[src/rtl/tuk_pkg.sv]
// Shared types, constants and the digit multiply function for the uptime keeper.
package tuk_pkg;

    // Nanoseconds in one second, and twice that, for normalization
    localparam logic [29:0] ONE_SEC_NS = 30'd1_000_000_000;
    localparam logic [30:0] TWO_SEC_NS = 31'd2_000_000_000;

    // Converted product width and iteration counter width of the divider
    localparam int PROD_W = 64;
    localparam int ITER_W = 6;

    // Item command carried in tuser
    typedef enum logic
    {
        CMD_TICK  = 1'b0,
        CMD_QUERY = 1'b1
    } cmd_t;

    // Configuration register indexes
    typedef enum logic [1:0]
    {
        REG_COUNTER_MASK = 2'd0,
        REG_COUNTER_FREQ = 2'd1,
        REG_BOOT_SEC     = 2'd2,
        REG_BOOT_NSEC    = 2'd3
    } cfg_reg_t;

    // Result of one count-to-nanosecond conversion
    typedef struct packed
    {
        logic [63:0] nsd;       // converted delta in nanoseconds
        logic [31:0] sec_inc;   // nsd / 1e9, low 32 bits
        logic [29:0] nsec_rem;  // nsd % 1e9
    } conv_result_t;

    // One hex digit times one billion (below 2^34)
    function automatic logic [33:0] ns_times_digit(input logic [3:0] d);
        logic [63:0] p;
        p = 64'(d) * 64'(ONE_SEC_NS);
        return p[33:0];
    endfunction

endpackage

[src/rtl/timecounter_uptime_keeper.sv]
// Uptime keeper: two alternating time hands updated from counter samples.
// Each item is converted by a hex-digit multiply by 1e9, then a 64-step
//   radix-2 divider by the frequency feeding the seconds split.
// A new item is taken only while idle, once the previous result is loaded.
// Reset: registers take their reset values, both hands clear, first hand current.
module timecounter_uptime_keeper #(
    parameter int COUNTER_WIDTH = 64
) (
    input  logic         clk,
    input  logic         rst_n,
    // input stream
    input  logic         s_tvalid,
    output logic         s_tready,
    input  logic [63:0]  s_tdata,   // [63:0] counter_value
    input  logic         s_tuser,   // [0] cmd
    // result stream
    output logic         m_tvalid,
    input  logic         m_tready,
    output logic [319:0] m_tdata,   // [63:0] stored_ns, [95:64] stored_sec,
                                    // [125:96] stored_nsec, [189:126] now_ns,
                                    // [221:190] now_sec, [251:222] now_nsec,
                                    // [284:252] since_boot_sec,
                                    // [314:285] since_boot_nsec, rest zero
    // configuration writes
    input  logic         cfg_we,
    input  logic [1:0]   cfg_index,
    input  logic [63:0]  cfg_data
);

    localparam int W = COUNTER_WIDTH;

    typedef enum logic [3:0]
    {
        S_IDLE   = 4'b0001,
        S_CONV   = 4'b0010,
        S_SUM    = 4'b0100,
        S_FINISH = 4'b1000
    } state_t;

    state_t                 state_reg;
    tuk_pkg::cmd_t          cmd_reg;
    logic                   hsel_reg;
    logic                   cur_reg;
    logic [W-1:0]           sample_reg;

    logic [63:0]            mask_reg;
    logic [31:0]            freq_reg;
    logic [31:0]            boot_sec_reg;
    logic [29:0]            boot_nsec_reg;

    logic [W-1:0]           hand_count_reg [2];
    logic [63:0]            hand_ns_reg    [2];
    logic [31:0]            hand_sec_reg   [2];
    logic [29:0]            hand_nsec_reg  [2];

    logic [63:0]            now_ns_reg;
    logic [31:0]            now_sec_reg;
    logic [29:0]            now_nsec_reg;

    logic                   m_tvalid_reg;
    logic [319:0]           m_tdata_reg;

    // Input side
    tuk_pkg::cmd_t          cmd_in;
    logic                   hsel_in;
    logic [W-1:0]           sample_in;
    logic [W-1:0]           delta_in;
    logic                   in_xact;
    logic [31:0]            freq_eff;

    // Converter
    logic                   conv_done;
    tuk_pkg::conv_result_t  conv_res;

    // Sum stage
    logic [63:0]            ns_sum;
    logic [30:0]            nsec_sum;
    logic                   nsec_wrap;
    logic [29:0]            nsec_fix;
    logic [31:0]            sec_fix;

    // Finish stage
    logic [30:0]            boot_n;
    logic                   boot_ge1;
    logic                   boot_ge2;
    logic [1:0]             boot_q;
    logic [29:0]            since_nsec;
    logic [32:0]            since_sec;
    logic                   out_free;
    logic                   out_load;

    assign s_tready  = (state_reg == S_IDLE);
    assign in_xact   = s_tvalid && s_tready;
    assign cmd_in    = tuk_pkg::cmd_t'(s_tuser);
    assign hsel_in   = (cmd_in == tuk_pkg::CMD_TICK) ? ~cur_reg : cur_reg;
    assign sample_in = s_tdata[W-1:0];
    assign delta_in  = (sample_in - hand_count_reg[hsel_in]) & mask_reg[W-1:0];
    assign freq_eff  = (freq_reg == '0) ? 32'd1 : freq_reg;

    tuk_nsconv #(
        .COUNTER_WIDTH (COUNTER_WIDTH)
    ) u_nsconv (
        .clk     (clk),
        .rst_n   (rst_n),
        .start   (in_xact),
        .delta   (delta_in),
        .divisor (freq_eff),
        .done    (conv_done),
        .result  (conv_res)
    );

    // Hand plus converted delta, nanoseconds normalized once
    assign ns_sum    = hand_ns_reg[hsel_reg] + conv_res.nsd;
    assign nsec_sum  = 31'(hand_nsec_reg[hsel_reg]) + 31'(conv_res.nsec_rem);
    assign nsec_wrap = nsec_sum >= 31'(tuk_pkg::ONE_SEC_NS);
    assign nsec_fix  = nsec_wrap ? 30'(nsec_sum - 31'(tuk_pkg::ONE_SEC_NS))
                                 : nsec_sum[29:0];
    assign sec_fix   = hand_sec_reg[hsel_reg] + conv_res.sec_inc + 32'(nsec_wrap);

    // Boot-relative time; boot_nsec may exceed one second, so up to two carries
    assign boot_n   = 31'(boot_nsec_reg) + 31'(hand_nsec_reg[cur_reg]);
    assign boot_ge1 = boot_n >= 31'(tuk_pkg::ONE_SEC_NS);
    assign boot_ge2 = boot_n >= tuk_pkg::TWO_SEC_NS;
    assign boot_q   = boot_ge2 ? 2'd2 : (boot_ge1 ? 2'd1 : 2'd0);
    assign since_nsec = boot_ge2 ? 30'(boot_n - tuk_pkg::TWO_SEC_NS)
                      : boot_ge1 ? 30'(boot_n - 31'(tuk_pkg::ONE_SEC_NS))
                      : boot_n[29:0];
    assign since_sec = 33'(boot_sec_reg) + 33'(hand_sec_reg[cur_reg]) + 33'(boot_q);

    // Output register handshake
    assign out_free = !m_tvalid_reg || m_tready;
    assign out_load = (state_reg == S_FINISH) && out_free;

    // Control, configuration and hand state
    always_ff @(posedge clk or negedge rst_n)
    begin
        if (!rst_n)
        begin
            state_reg     <= S_IDLE;
            cmd_reg       <= tuk_pkg::CMD_TICK;
            hsel_reg      <= 1'b0;
            cur_reg       <= 1'b0;
            mask_reg      <= '1;
            freq_reg      <= 32'd1_000_000;
            boot_sec_reg  <= '0;
            boot_nsec_reg <= '0;
            m_tvalid_reg  <= 1'b0;
            for (int i = 0; i < 2; i++)
            begin
                hand_count_reg[i] <= '0;
                hand_ns_reg[i]    <= '0;
                hand_sec_reg[i]   <= '0;
                hand_nsec_reg[i]  <= '0;
            end
        end
        else
        begin
            // register writes
            if (cfg_we)
            begin
                unique case (tuk_pkg::cfg_reg_t'(cfg_index))
                    tuk_pkg::REG_COUNTER_MASK: mask_reg      <= cfg_data;
                    tuk_pkg::REG_COUNTER_FREQ: freq_reg      <= cfg_data[31:0];
                    tuk_pkg::REG_BOOT_SEC:     boot_sec_reg  <= cfg_data[31:0];
                    tuk_pkg::REG_BOOT_NSEC:    boot_nsec_reg <= cfg_data[29:0];
                    default:                   mask_reg      <= mask_reg;
                endcase
            end

            // result register
            if (out_load)
            begin
                m_tvalid_reg <= 1'b1;
            end
            else if (m_tready)
            begin
                m_tvalid_reg <= 1'b0;
            end

            unique case (state_reg)
                S_IDLE:
                begin
                    if (in_xact)
                    begin
                        cmd_reg   <= cmd_in;
                        hsel_reg  <= hsel_in;
                        state_reg <= S_CONV;
                    end
                end
                S_CONV:
                begin
                    if (conv_done)
                    begin
                        state_reg <= S_SUM;
                    end
                end
                S_SUM:
                begin
                    // a tick commits the other hand and makes it current
                    if (cmd_reg == tuk_pkg::CMD_TICK)
                    begin
                        hand_count_reg[hsel_reg] <= sample_reg;
                        hand_ns_reg[hsel_reg]    <= ns_sum;
                        hand_sec_reg[hsel_reg]   <= sec_fix;
                        hand_nsec_reg[hsel_reg]  <= nsec_fix;
                        cur_reg                  <= hsel_reg;
                    end
                    state_reg <= S_FINISH;
                end
                S_FINISH:
                begin
                    if (out_free)
                    begin
                        state_reg <= S_IDLE;
                    end
                end
                default:
                begin
                    state_reg <= S_IDLE;
                end
            endcase
        end
    end

    // Payload registers
    always_ff @(posedge clk)
    begin
        if (in_xact)
        begin
            sample_reg <= sample_in;
        end
        if (state_reg == S_SUM)
        begin
            now_ns_reg   <= ns_sum;
            now_sec_reg  <= sec_fix;
            now_nsec_reg <= nsec_fix;
        end
        if (out_load)
        begin
            m_tdata_reg <= {5'd0, since_nsec, since_sec,
                            now_nsec_reg, now_sec_reg, now_ns_reg,
                            hand_nsec_reg[cur_reg], hand_sec_reg[cur_reg],
                            hand_ns_reg[cur_reg]};
        end
    end

    assign m_tvalid = m_tvalid_reg;
    assign m_tdata  = m_tdata_reg;

    // Converter finishes only while the sequencer waits for it
    assert property (@(posedge clk) disable iff (!rst_n)
        conv_done |-> (state_reg == S_CONV))
        else $error("converter done outside conversion wait");

    // Stored nanosecond parts stay normalized
    assert property (@(posedge clk) disable iff (!rst_n)
        (hand_nsec_reg[0] < tuk_pkg::ONE_SEC_NS) &&
        (hand_nsec_reg[1] < tuk_pkg::ONE_SEC_NS))
        else $error("hand nanoseconds out of range");

    // A tick always switches the current hand
    assert property (@(posedge clk) disable iff (!rst_n)
        (state_reg == S_SUM) && (cmd_reg == tuk_pkg::CMD_TICK)
        |=> (cur_reg != $past(cur_reg)))
        else $error("tick did not switch hands");

    // A finished result holds while the output register is occupied
    assert property (@(posedge clk) disable iff (!rst_n)
        (state_reg == S_FINISH) && m_tvalid_reg && !m_tready
        |=> (state_reg == S_FINISH))
        else $error("result dropped while output busy");

endmodule

[src/rtl/tuk_nsconv.sv]
// Digit-serial count-to-nanosecond converter: multiply, divide and split.
module tuk_nsconv #(
    parameter int COUNTER_WIDTH = 64
) (
    input  logic                      clk,
    input  logic                      rst_n,
    input  logic                      start,
    input  logic [COUNTER_WIDTH-1:0]  delta,
    input  logic [31:0]               divisor,   // nonzero
    output logic                      done,
    output tuk_pkg::conv_result_t     result
);

    localparam int DIGITS = (COUNTER_WIDTH + 3) / 4;
    localparam int DIG_W  = DIGITS * 4;
    localparam int DCNT_W = $clog2(DIGITS);

    typedef enum logic [3:0]
    {
        C_IDLE  = 4'b0001,
        C_MUL   = 4'b0010,
        C_DIV   = 4'b0100,
        C_DRAIN = 4'b1000
    } cstate_t;

    cstate_t                         state_reg, state_next;
    logic [DCNT_W-1:0]               dcnt_reg, dcnt_next;
    logic [tuk_pkg::ITER_W-1:0]      icnt_reg, icnt_next;
    logic                            qvld_reg, qvld_next;
    logic                            done_reg, done_next;
    logic [DIG_W-1:0]                digits_reg, digits_next;
    logic [tuk_pkg::PROD_W-1:0]      acc_reg, acc_next;
    logic [31:0]                     rem_reg, rem_next;
    logic                            qbit_reg, qbit_next;
    logic [29:0]                     srem_reg, srem_next;
    logic [31:0]                     sec_reg, sec_next;

    logic [32:0]                     trial;
    logic [32:0]                     trial_sub;
    logic                            trial_ge;
    logic [30:0]                     trial2;
    logic [30:0]                     trial2_sub;
    logic                            trial2_ge;

    // Restoring step against the frequency, one quotient bit per cycle
    assign trial     = {rem_reg, acc_reg[tuk_pkg::PROD_W-1]};
    assign trial_ge  = trial >= {1'b0, divisor};
    assign trial_sub = trial - {1'b0, divisor};

    // Second restoring step against one billion, fed by last cycle's bit
    assign trial2     = {srem_reg, qbit_reg};
    assign trial2_ge  = trial2 >= 31'(tuk_pkg::ONE_SEC_NS);
    assign trial2_sub = trial2 - 31'(tuk_pkg::ONE_SEC_NS);

    always_comb
    begin
        state_next  = state_reg;
        dcnt_next   = dcnt_reg;
        icnt_next   = icnt_reg;
        digits_next = digits_reg;
        acc_next    = acc_reg;
        rem_next    = rem_reg;
        qbit_next   = qbit_reg;
        srem_next   = srem_reg;
        sec_next    = sec_reg;
        done_next   = 1'b0;
        qvld_next   = (state_reg == C_DIV);

        // seconds split takes each quotient bit in the cycle after the main divider makes it
        if (qvld_reg)
        begin
            srem_next = trial2_ge ? trial2_sub[29:0] : trial2[29:0];
            sec_next  = {sec_reg[30:0], trial2_ge};
        end

        unique case (state_reg)
            C_IDLE:
            begin
                if (start)
                begin
                    digits_next = DIG_W'(delta);
                    acc_next    = '0;
                    dcnt_next   = '0;
                    state_next  = C_MUL;
                end
            end
            C_MUL:
            begin
                // Horner form, most significant hex digit first
                acc_next = (acc_reg << 4)
                         + 64'(tuk_pkg::ns_times_digit(digits_reg[DIG_W-1 -: 4]));
                digits_next = digits_reg << 4;
                dcnt_next   = dcnt_reg + 1'b1;
                if (dcnt_reg == DCNT_W'(DIGITS - 1))
                begin
                    rem_next   = '0;
                    icnt_next  = '0;
                    srem_next  = '0;
                    sec_next   = '0;
                    state_next = C_DIV;
                end
            end
            C_DIV:
            begin
                rem_next  = trial_ge ? trial_sub[31:0] : trial[31:0];
                acc_next  = {acc_reg[tuk_pkg::PROD_W-2:0], trial_ge};
                qbit_next = trial_ge;
                icnt_next = icnt_reg + 1'b1;
                if (icnt_reg == tuk_pkg::ITER_W'(tuk_pkg::PROD_W - 1))
                begin
                    state_next = C_DRAIN;
                end
            end
            C_DRAIN:
            begin
                done_next  = 1'b1;
                state_next = C_IDLE;
            end
            default:
            begin
                state_next = C_IDLE;
            end
        endcase
    end

    // Control state
    always_ff @(posedge clk or negedge rst_n)
    begin
        if (!rst_n)
        begin
            state_reg <= C_IDLE;
            dcnt_reg  <= '0;
            icnt_reg  <= '0;
            qvld_reg  <= 1'b0;
            done_reg  <= 1'b0;
        end
        else
        begin
            state_reg <= state_next;
            dcnt_reg  <= dcnt_next;
            icnt_reg  <= icnt_next;
            qvld_reg  <= qvld_next;
            done_reg  <= done_next;
        end
    end

    // Datapath shift registers
    always_ff @(posedge clk)
    begin
        digits_reg <= digits_next;
        acc_reg    <= acc_next;
        rem_reg    <= rem_next;
        qbit_reg   <= qbit_next;
        srem_reg   <= srem_next;
        sec_reg    <= sec_next;
    end

    assign done            = done_reg;
    assign result.nsd      = acc_reg;
    assign result.sec_inc  = sec_reg;
    assign result.nsec_rem = srem_reg;

endmodule
[config.mk]
export PLATFORM = sky130hd
export DESIGN_NAME = timecounter_uptime_keeper
export DESIGN_NICKNAME = d
export VERILOG_FILES = /design/src/rtl/tuk_pkg.sv /design/src/rtl/timecounter_uptime_keeper.sv /design/src/rtl/tuk_nsconv.sv
export SDC_FILE = /design/constraint.sdc
export NUM_CORES = 2
export LEC_CHECK = 0
export BUFFER_PORTS_ARGS = -buffer_cell sky130_fd_sc_hd__buf_2
export CAP_MARGIN = 30
export CORE_AREA = 2 2 422 424
export CTS_BUF_LIST = sky130_fd_sc_hd__clkbuf_4 sky130_fd_sc_hd__clkbuf_8
export CTS_CLUSTER_DIAMETER = 40
export DETAILED_ROUTE_END_ITERATION = 8
export DIE_AREA = 0 0 424 426
export GPL_ROUTABILITY_DRIVEN = 0
export GPL_TIMING_DRIVEN = 0
export SLEW_MARGIN = 10
export SYNTH_ARGS = -nofsm -noshare
export SYNTH_HDL_FRONTEND = slang
export SYNTH_HIERARCHICAL = 1
export SYNTH_SLANG_ARGS = --single-unit
[constraint.sdc]
create_clock -name clk -period 38.8 [get_ports clk]
set_input_delay 7.76 -clock clk [delete_from_list [all_inputs] [get_ports clk]]
set_output_delay 7.76 -clock clk [all_outputs]
set_load 0.03 [all_outputs]
* Word level (Yosys, flattened, before mapping)
Cells that the tools add are included.
** Storage, ports and cells
- Register bits :: 1290
- Output and inout port bits :: 322
- Word-level logic and storage cells :: 172
** Cells by class
- Multiply operators :: 1
- Add/sub/neg operators :: 16
- Eq/ne operators :: 19
- Reduce and logical (&&, ||, !) cells :: 22
- Order comparisons :: 9
- Multiplexer cells :: 66
- Bitwise gates (word level) :: 6
** Operators by type and width (count)
- 2-to-1 mux 64 bit :: 12
- 2-to-1 mux 30 bit :: 14
- 2-to-1 mux 32 bit :: 13
- bitwise mux 128 bit :: 2
- one-hot mux 64 bit (3 select lines) :: 1
- one-hot mux 64 bit (2 select lines) :: 1
- subtractor 30 bit, second input constant :: 4
- greater-or-equal comparator 31 x 30 -> 1 bit, second input constant :: 3
- adder 64 x 34 -> 64 bit :: 1
- adder 64 bit :: 1
- AND 64 bit :: 1
- bitwise mux 64 bit :: 1
- demux 64 bit (select 1 bit) :: 1
- one-hot mux 32 bit (2 select lines) :: 1
- subtractor 64 bit :: 1
- adder 30 x 30 -> 31 bit :: 2
- bitwise mux 60 bit :: 1
- adder 32 x 32 -> 33 bit :: 1
- adder 33 x 2 -> 33 bit :: 1
- greater-or-equal comparator 33 x 32 -> 1 bit :: 1
- adder 32 x 1 -> 32 bit :: 1
- adder 32 bit :: 1
- demux 32 bit (select 1 bit) :: 1
- logical NOT 32 bit :: 1
- 35 further kinds :: 72

* Depth between registers and ports, before layout
- Depth in word-level cells :: 10
- Mapped depth :: 37
- Depth with buffers taken out :: 33

* By module
The synthesis kept the hierarchy.
** By module, submodules not included
- timecounter_uptime_keeper :: sequential area each 28917.7 um^2, area an instance 55419.4 um^2, times used 1, cells each 5070
- tuk_nsconv :: sequential area each 6477.5 um^2, area an instance 14789.2 um^2, times used 1, cells each 1602

* Worst setup path after synthesis
Ideal clock, no wire load.
- Path kind :: input to register
- Start point :: input m_tready
- End point :: register m_tdata_reg[0] (netlist: m_tdata[0]) (enable)
- Slack :: 16.968 ns
- Cell stages on the path :: 2
- Buffers on the path :: 0
- Library setup time :: 0.998 ns
- Arrival :: 20.834 ns
- Required time :: 37.802 ns
- Cells stage by stage :: nor2b_1 nor2_1
** On the way
- Cells in the longest elaborated chain, start to end :: 2
** Ends and longest elaborated chain
- start: declaration :: line timecounter_uptime_keeper.sv:18 : input logic m_tready,
- logical OR 1 bit :: line timecounter_uptime_keeper.sv:131 : assign out_free = !m_tvalid_reg || m_tready;
- logical AND 1 bit :: line timecounter_uptime_keeper.sv:132 : assign out_load = (state_reg == S_FINISH) && out_free;
- named net out_load :: line timecounter_uptime_keeper.sv:90 : logic out_load;
- end signal: assignment :: line timecounter_uptime_keeper.sv:240 : m_tdata_reg <= {5'd0, since_nsec, since_sec,
- end: declaration :: line timecounter_uptime_keeper.sv:61 : logic [319:0] m_tdata_reg;
The timed path passes the listed nets, and every way through them passes these cells.
A chain may end at the register's enable or synchronous reset.

* Worst setup path in the final report
- Start point :: input s_tuser
- End point :: register u_nsconv.digits_reg[63] (data pin)
** On the way
- Cells in the longest elaborated chain, start to end :: 9
** Ends and longest elaborated chain
- start: declaration :: line timecounter_uptime_keeper.sv:15 : input logic s_tuser,
- 2-to-1 mux 1 bit :: line timecounter_uptime_keeper.sv:95 : assign hsel_in = (cmd_in == tuk_pkg::CMD_TICK) ? ~cur_reg : cur_reg;
- inverter 1 -> 2 bit (implied by the code) :: line timecounter_uptime_keeper.sv:97 : assign delta_in = (sample_in - hand_count_reg[hsel_in]) & mask_reg[W-1:0];
- 2-to-1 mux 64 bit (implied by the code) (3 in a row) :: line timecounter_uptime_keeper.sv:97
- subtractor 64 bit :: line timecounter_uptime_keeper.sv:97
- AND 64 bit :: line timecounter_uptime_keeper.sv:97
- named net delta_in[63] :: line timecounter_uptime_keeper.sv:67 : logic [W-1:0] delta_in;
- 2-to-1 mux 64 bit :: line tuk_nsconv.sv:79 : if (start)
- one-hot mux 64 bit (2 select lines) :: line tuk_nsconv.sv:76 : unique case (state_reg)
- named net u_nsconv.digits_next[63] :: line tuk_nsconv.sv:31 : logic [DIG_W-1:0] digits_reg, digits_next;
- end signal: assignment :: line tuk_nsconv.sv:150 : digits_reg <= digits_next;
- end: declaration :: line tuk_nsconv.sv:31
The timed path passes the listed nets, and every way through them passes these cells. The select of a mux whose other input is x is not followed.

==> flow_summary.toml <==
[clock_network]
clock_sinks = 1290
cts_tree = "yes"
path_clk_slew_ns = 0.07
clock_latency_ns = 1.00
htree_levels = 4
cts_setup_buffers = 0
ctsResizeCount = 0
cts-root-buf = "clkbuf_8"
clock_path_buffers = 3
cts_buffers = 236
cts_hold_buf = 0

[grt]
grt-ovfl-total = 0
grt_start_max_net_pins = 102
use_met1_pct = 28.6
use_met2_pct = 38.1
grt_pass1_wl_um = 316000
use_met3_pct = 3.33
grt_busiest_layer = "met2"
grt_antenna_before_repair = 10
track_usage_pct = 23.0
first_global_vias = 52300

[floorplan]
dieArea_sq_mm = 0.181
die_h_um = 426
row_count = 154
start_util_pct = 40.0
fp.coreArea_sq_mm = 0.176
io_pins = 458
fp.dieW_um = 424

[synthesis]
netlist_top_cells_area = "edfxtp_1, dfrtp_1, mux2_2, nand2_1, ha_1"
ys_warn_count = 6
synth_cell_types = 107
synth_edf_count = 666
ys_seq_elements = 1290
syn-cell-area_sq_mm = 0.0702
yosys_most_used_dff = "edfxtp_1"
syn_inst = 6672
postSynth.asyncResetShare_pct = 43.6
avgSynthCellArea_sq_um = 10.5
synth_commonest_cells = "nand2_1, edfxtp_1, dfrtp_1"
yosysTopAreaCell = "edfxtp_1"
synth.top_cell.area_share_pct = 28.5
synth.most_common_cell = "nand2_1"
ys_seq_area_share_pct = 50.4

[critical_path]
path_buf_inv = 6
ff2ff_path_depth = 31
crit_path_end_kind = "flip-flop"
arrival_ns = 13.73
cp_slowest_cell = "a311oi_1"
crit_fanout = 7
crit_family = "compound AO/OA/AOI/OAI gates"
crit_type = "in2reg"
worst_setup_path_start_kind = "input pin"
timing.rr.end = "hand_sec_reg[62]$_DFFE_PN0P_"
r2r-start = "hsel_reg$_DFFE_PN0P_"
crit_required_ns = 39.49
path_cells = "buf_2 -> xor2_1 -> clkbuf_1 -> buf_6 -> buf_1 -> buf_8 -> mux2i_1 -> ha_1 -> clkbuf_1 -> o2111ai_1 -> a21oi_1 -> o211ai_1 -> a21oi_1 -> o21ai_0 -> a311oi_1 -> a41oi_1 -> nor4_1 -> o22a_1 -> xnor2_1 -> and2_1 -> nand2_1 -> nand2_1"
slowest_delay_ns = 0.82
r2r_slack_ns = 28.15

[sta]
worstMarginPinSlew_ns = 1.05
fin_crit_ns = 13.04
maxSlewViolCount = 0
setup_viol = 0
hold_violations = 0
fin_tns_setup_ns = 0
period_share_pct = 33.6
grt_setup_unrepaired = "no"
slew_headroom_pct = 29.8
fin_skew_ns = 0.0685
fmax_mhz = 76.7

[routing]
routed_wl_um = 212000
initialDrtViolationCount = 3838
vias_per_cell = 5.33
dr.pass1.iters = 6
drc_errors = 0
ant_nets = 0
vias = 53200
wl_per_cell_um = 21.3

[power_and_ir_drop]
seq_power_share_pct = 38.3
power.density_mw_per_mm2 = 53.5
ir_worst_vdd_mv = 0.0557
switching_share_pct = 33.2
p_int_mw = 2.93
clock_power_share_pct = 33.1
pwr-share-comb_pct = 28.6
p_leak_nw = 36.0
power.switching_mw = 1.45

[job]
maxCapViolations = 0

[layout]
largest_register_ffs = 315
drive_gt1_share_pct = 20.7
register_area_sq_mm = 0.0354
multi_input_area_sq_mm = 0.0329
nets = 7961
fillers = 16300
area_growth_pct = 16.5
post-route-cell-area_sq_mm = 0.0818

[place]
port_buffers = 452
dp_hpwl_um = 163000
placed_area_sq_mm = 0.0763

[hold_path]
min_path_type = "reg2reg"
whs_endpoint = "m_tdata[243]$_DFFE_PP_"
hold_depth = 0
min_from = "now_nsec_reg[21]$_DFFE_PN_"

[run_status]
status = "completed"
power by group through the flow:
stage	registers, mW	logic (mW)	clock network, mW
2_1_floorplan	1.67	0.931	0
3_3_place_gp	1.71	1.20	0
3_5_place_dp	1.70	1.24	0
4_1_cts	1.68	1.25	1.49
5_1_grt	1.69	1.39	1.55
6_report	1.68	1.25	1.45
how the worst max path moves through the flow:
| stage | startpoint | end | cells after the start |
|---|---|---|---|
| 4_1_cts | s_tuser | u_nsconv/digits_reg[63]$_DFFE_PP_ | 22 |
| 3_3_place_gp | m_tready | m_tdata[216]$_DFFE_PP_ | 3 |
| 5_1_grt | s_tuser | u_nsconv/digits_reg[61]$_DFFE_PP_ | 21 |
| 6_report | s_tuser | u_nsconv/digits_reg[63]$_DFFE_PP_ | 22 |
| 3_5_place_dp | s_tuser | u_nsconv/digits_reg[63]$_DFFE_PP_ | 22 |
| 2_1_floorplan | m_tready | m_tdata[0]$_DFFE_PP_ | 2 |
kinds of logic (layout without fill, tap and decap cells):
| group | count (synthesis) | after routing | synth area share [%] |
|---|---|---|---|
| and+or+nand+nor | 2237 | 2237 | 13.9 |
| DFF | 1290 | 1290 | 50.4 |
| AOI/OAI and AO/OA | 1281 | 1281 | 11.8 |
| muxes | 600 | 600 | 9.36 |
| buffers and inverters | 509 | 1475 | 2.85 |
| adders and majority gates | 399 | 399 | 7.27 |
| xor gates and xnor gates | 355 | 355 | 4.43 |
| other | 1 | 8 | 0.00534 |
cells in the final DEF, fill, tap and decap left out, types with 75 or more instances in the layout:
cell type / netlist / layout
xor2_1: 106 / 106
xnor2_1: 249 / 249
nor2_1: 339 / 338
clkbuf_4: 0 / 84
nor3_1: 76 / 75
a21o_1: 167 / 167
nand3_1: 93 / 93
inv_1: 207 / 203
clkbuf_1: 265 / 253
dfrtp_1: 489 / 489
mux2_2: 453 / 453
and2_1: 90 / 90
buf_2: 6 / 458
ha_1: 384 / 384
o21ai_0: 319 / 319
nand2_1: 1334 / 1334
edfxtp_1: 666 / 666
a21oi_1: 332 / 332
mux2i_1: 147 / 147
clkbuf_8: 0 / 270
cell type report:
class,instances,area share [%]
Timing Repair Buffer,512,3.86
Inverter,211,0.993
Multi-Input combinational cell,4877,40.2
Clock inverter,100,1.33
Sequential cell,1290,43.3
Buffer,298,1.48
Tap cell,2340,3.58
Clock buffer,354,5.31
Antenna cell,3,0.00918
stage by stage:
stage / hold slack (ns) / total power [mW] / util, % / setup WS, ns / std cells
floorplan: 0.400 / 2.60 / - / 16.97 / 6676
global placement: 0.404 / 2.91 / 42.9 / 10.05 / 9468
detailed placement: 0.405 / 2.95 / 43.4 / 24.53 / 9521
CTS: 0.382 / 4.41 / 46.5 / 25.60 / 9975
global route: 0.395 / 4.63 / 46.6 / 25.59 / 9984
finish: 0.386 / 4.38 / 46.6 / 25.76 / 9985
routing by layer:
layer | routed length, um | share of wire [%]
met5 | 0 | 0
met4 | 13000 | 6.1
met3 | 10300 | 4.8
met2 | 101000 | 48
met1 | 88200 | 42
No activity file was read; power rests on OpenSTA's default activity.
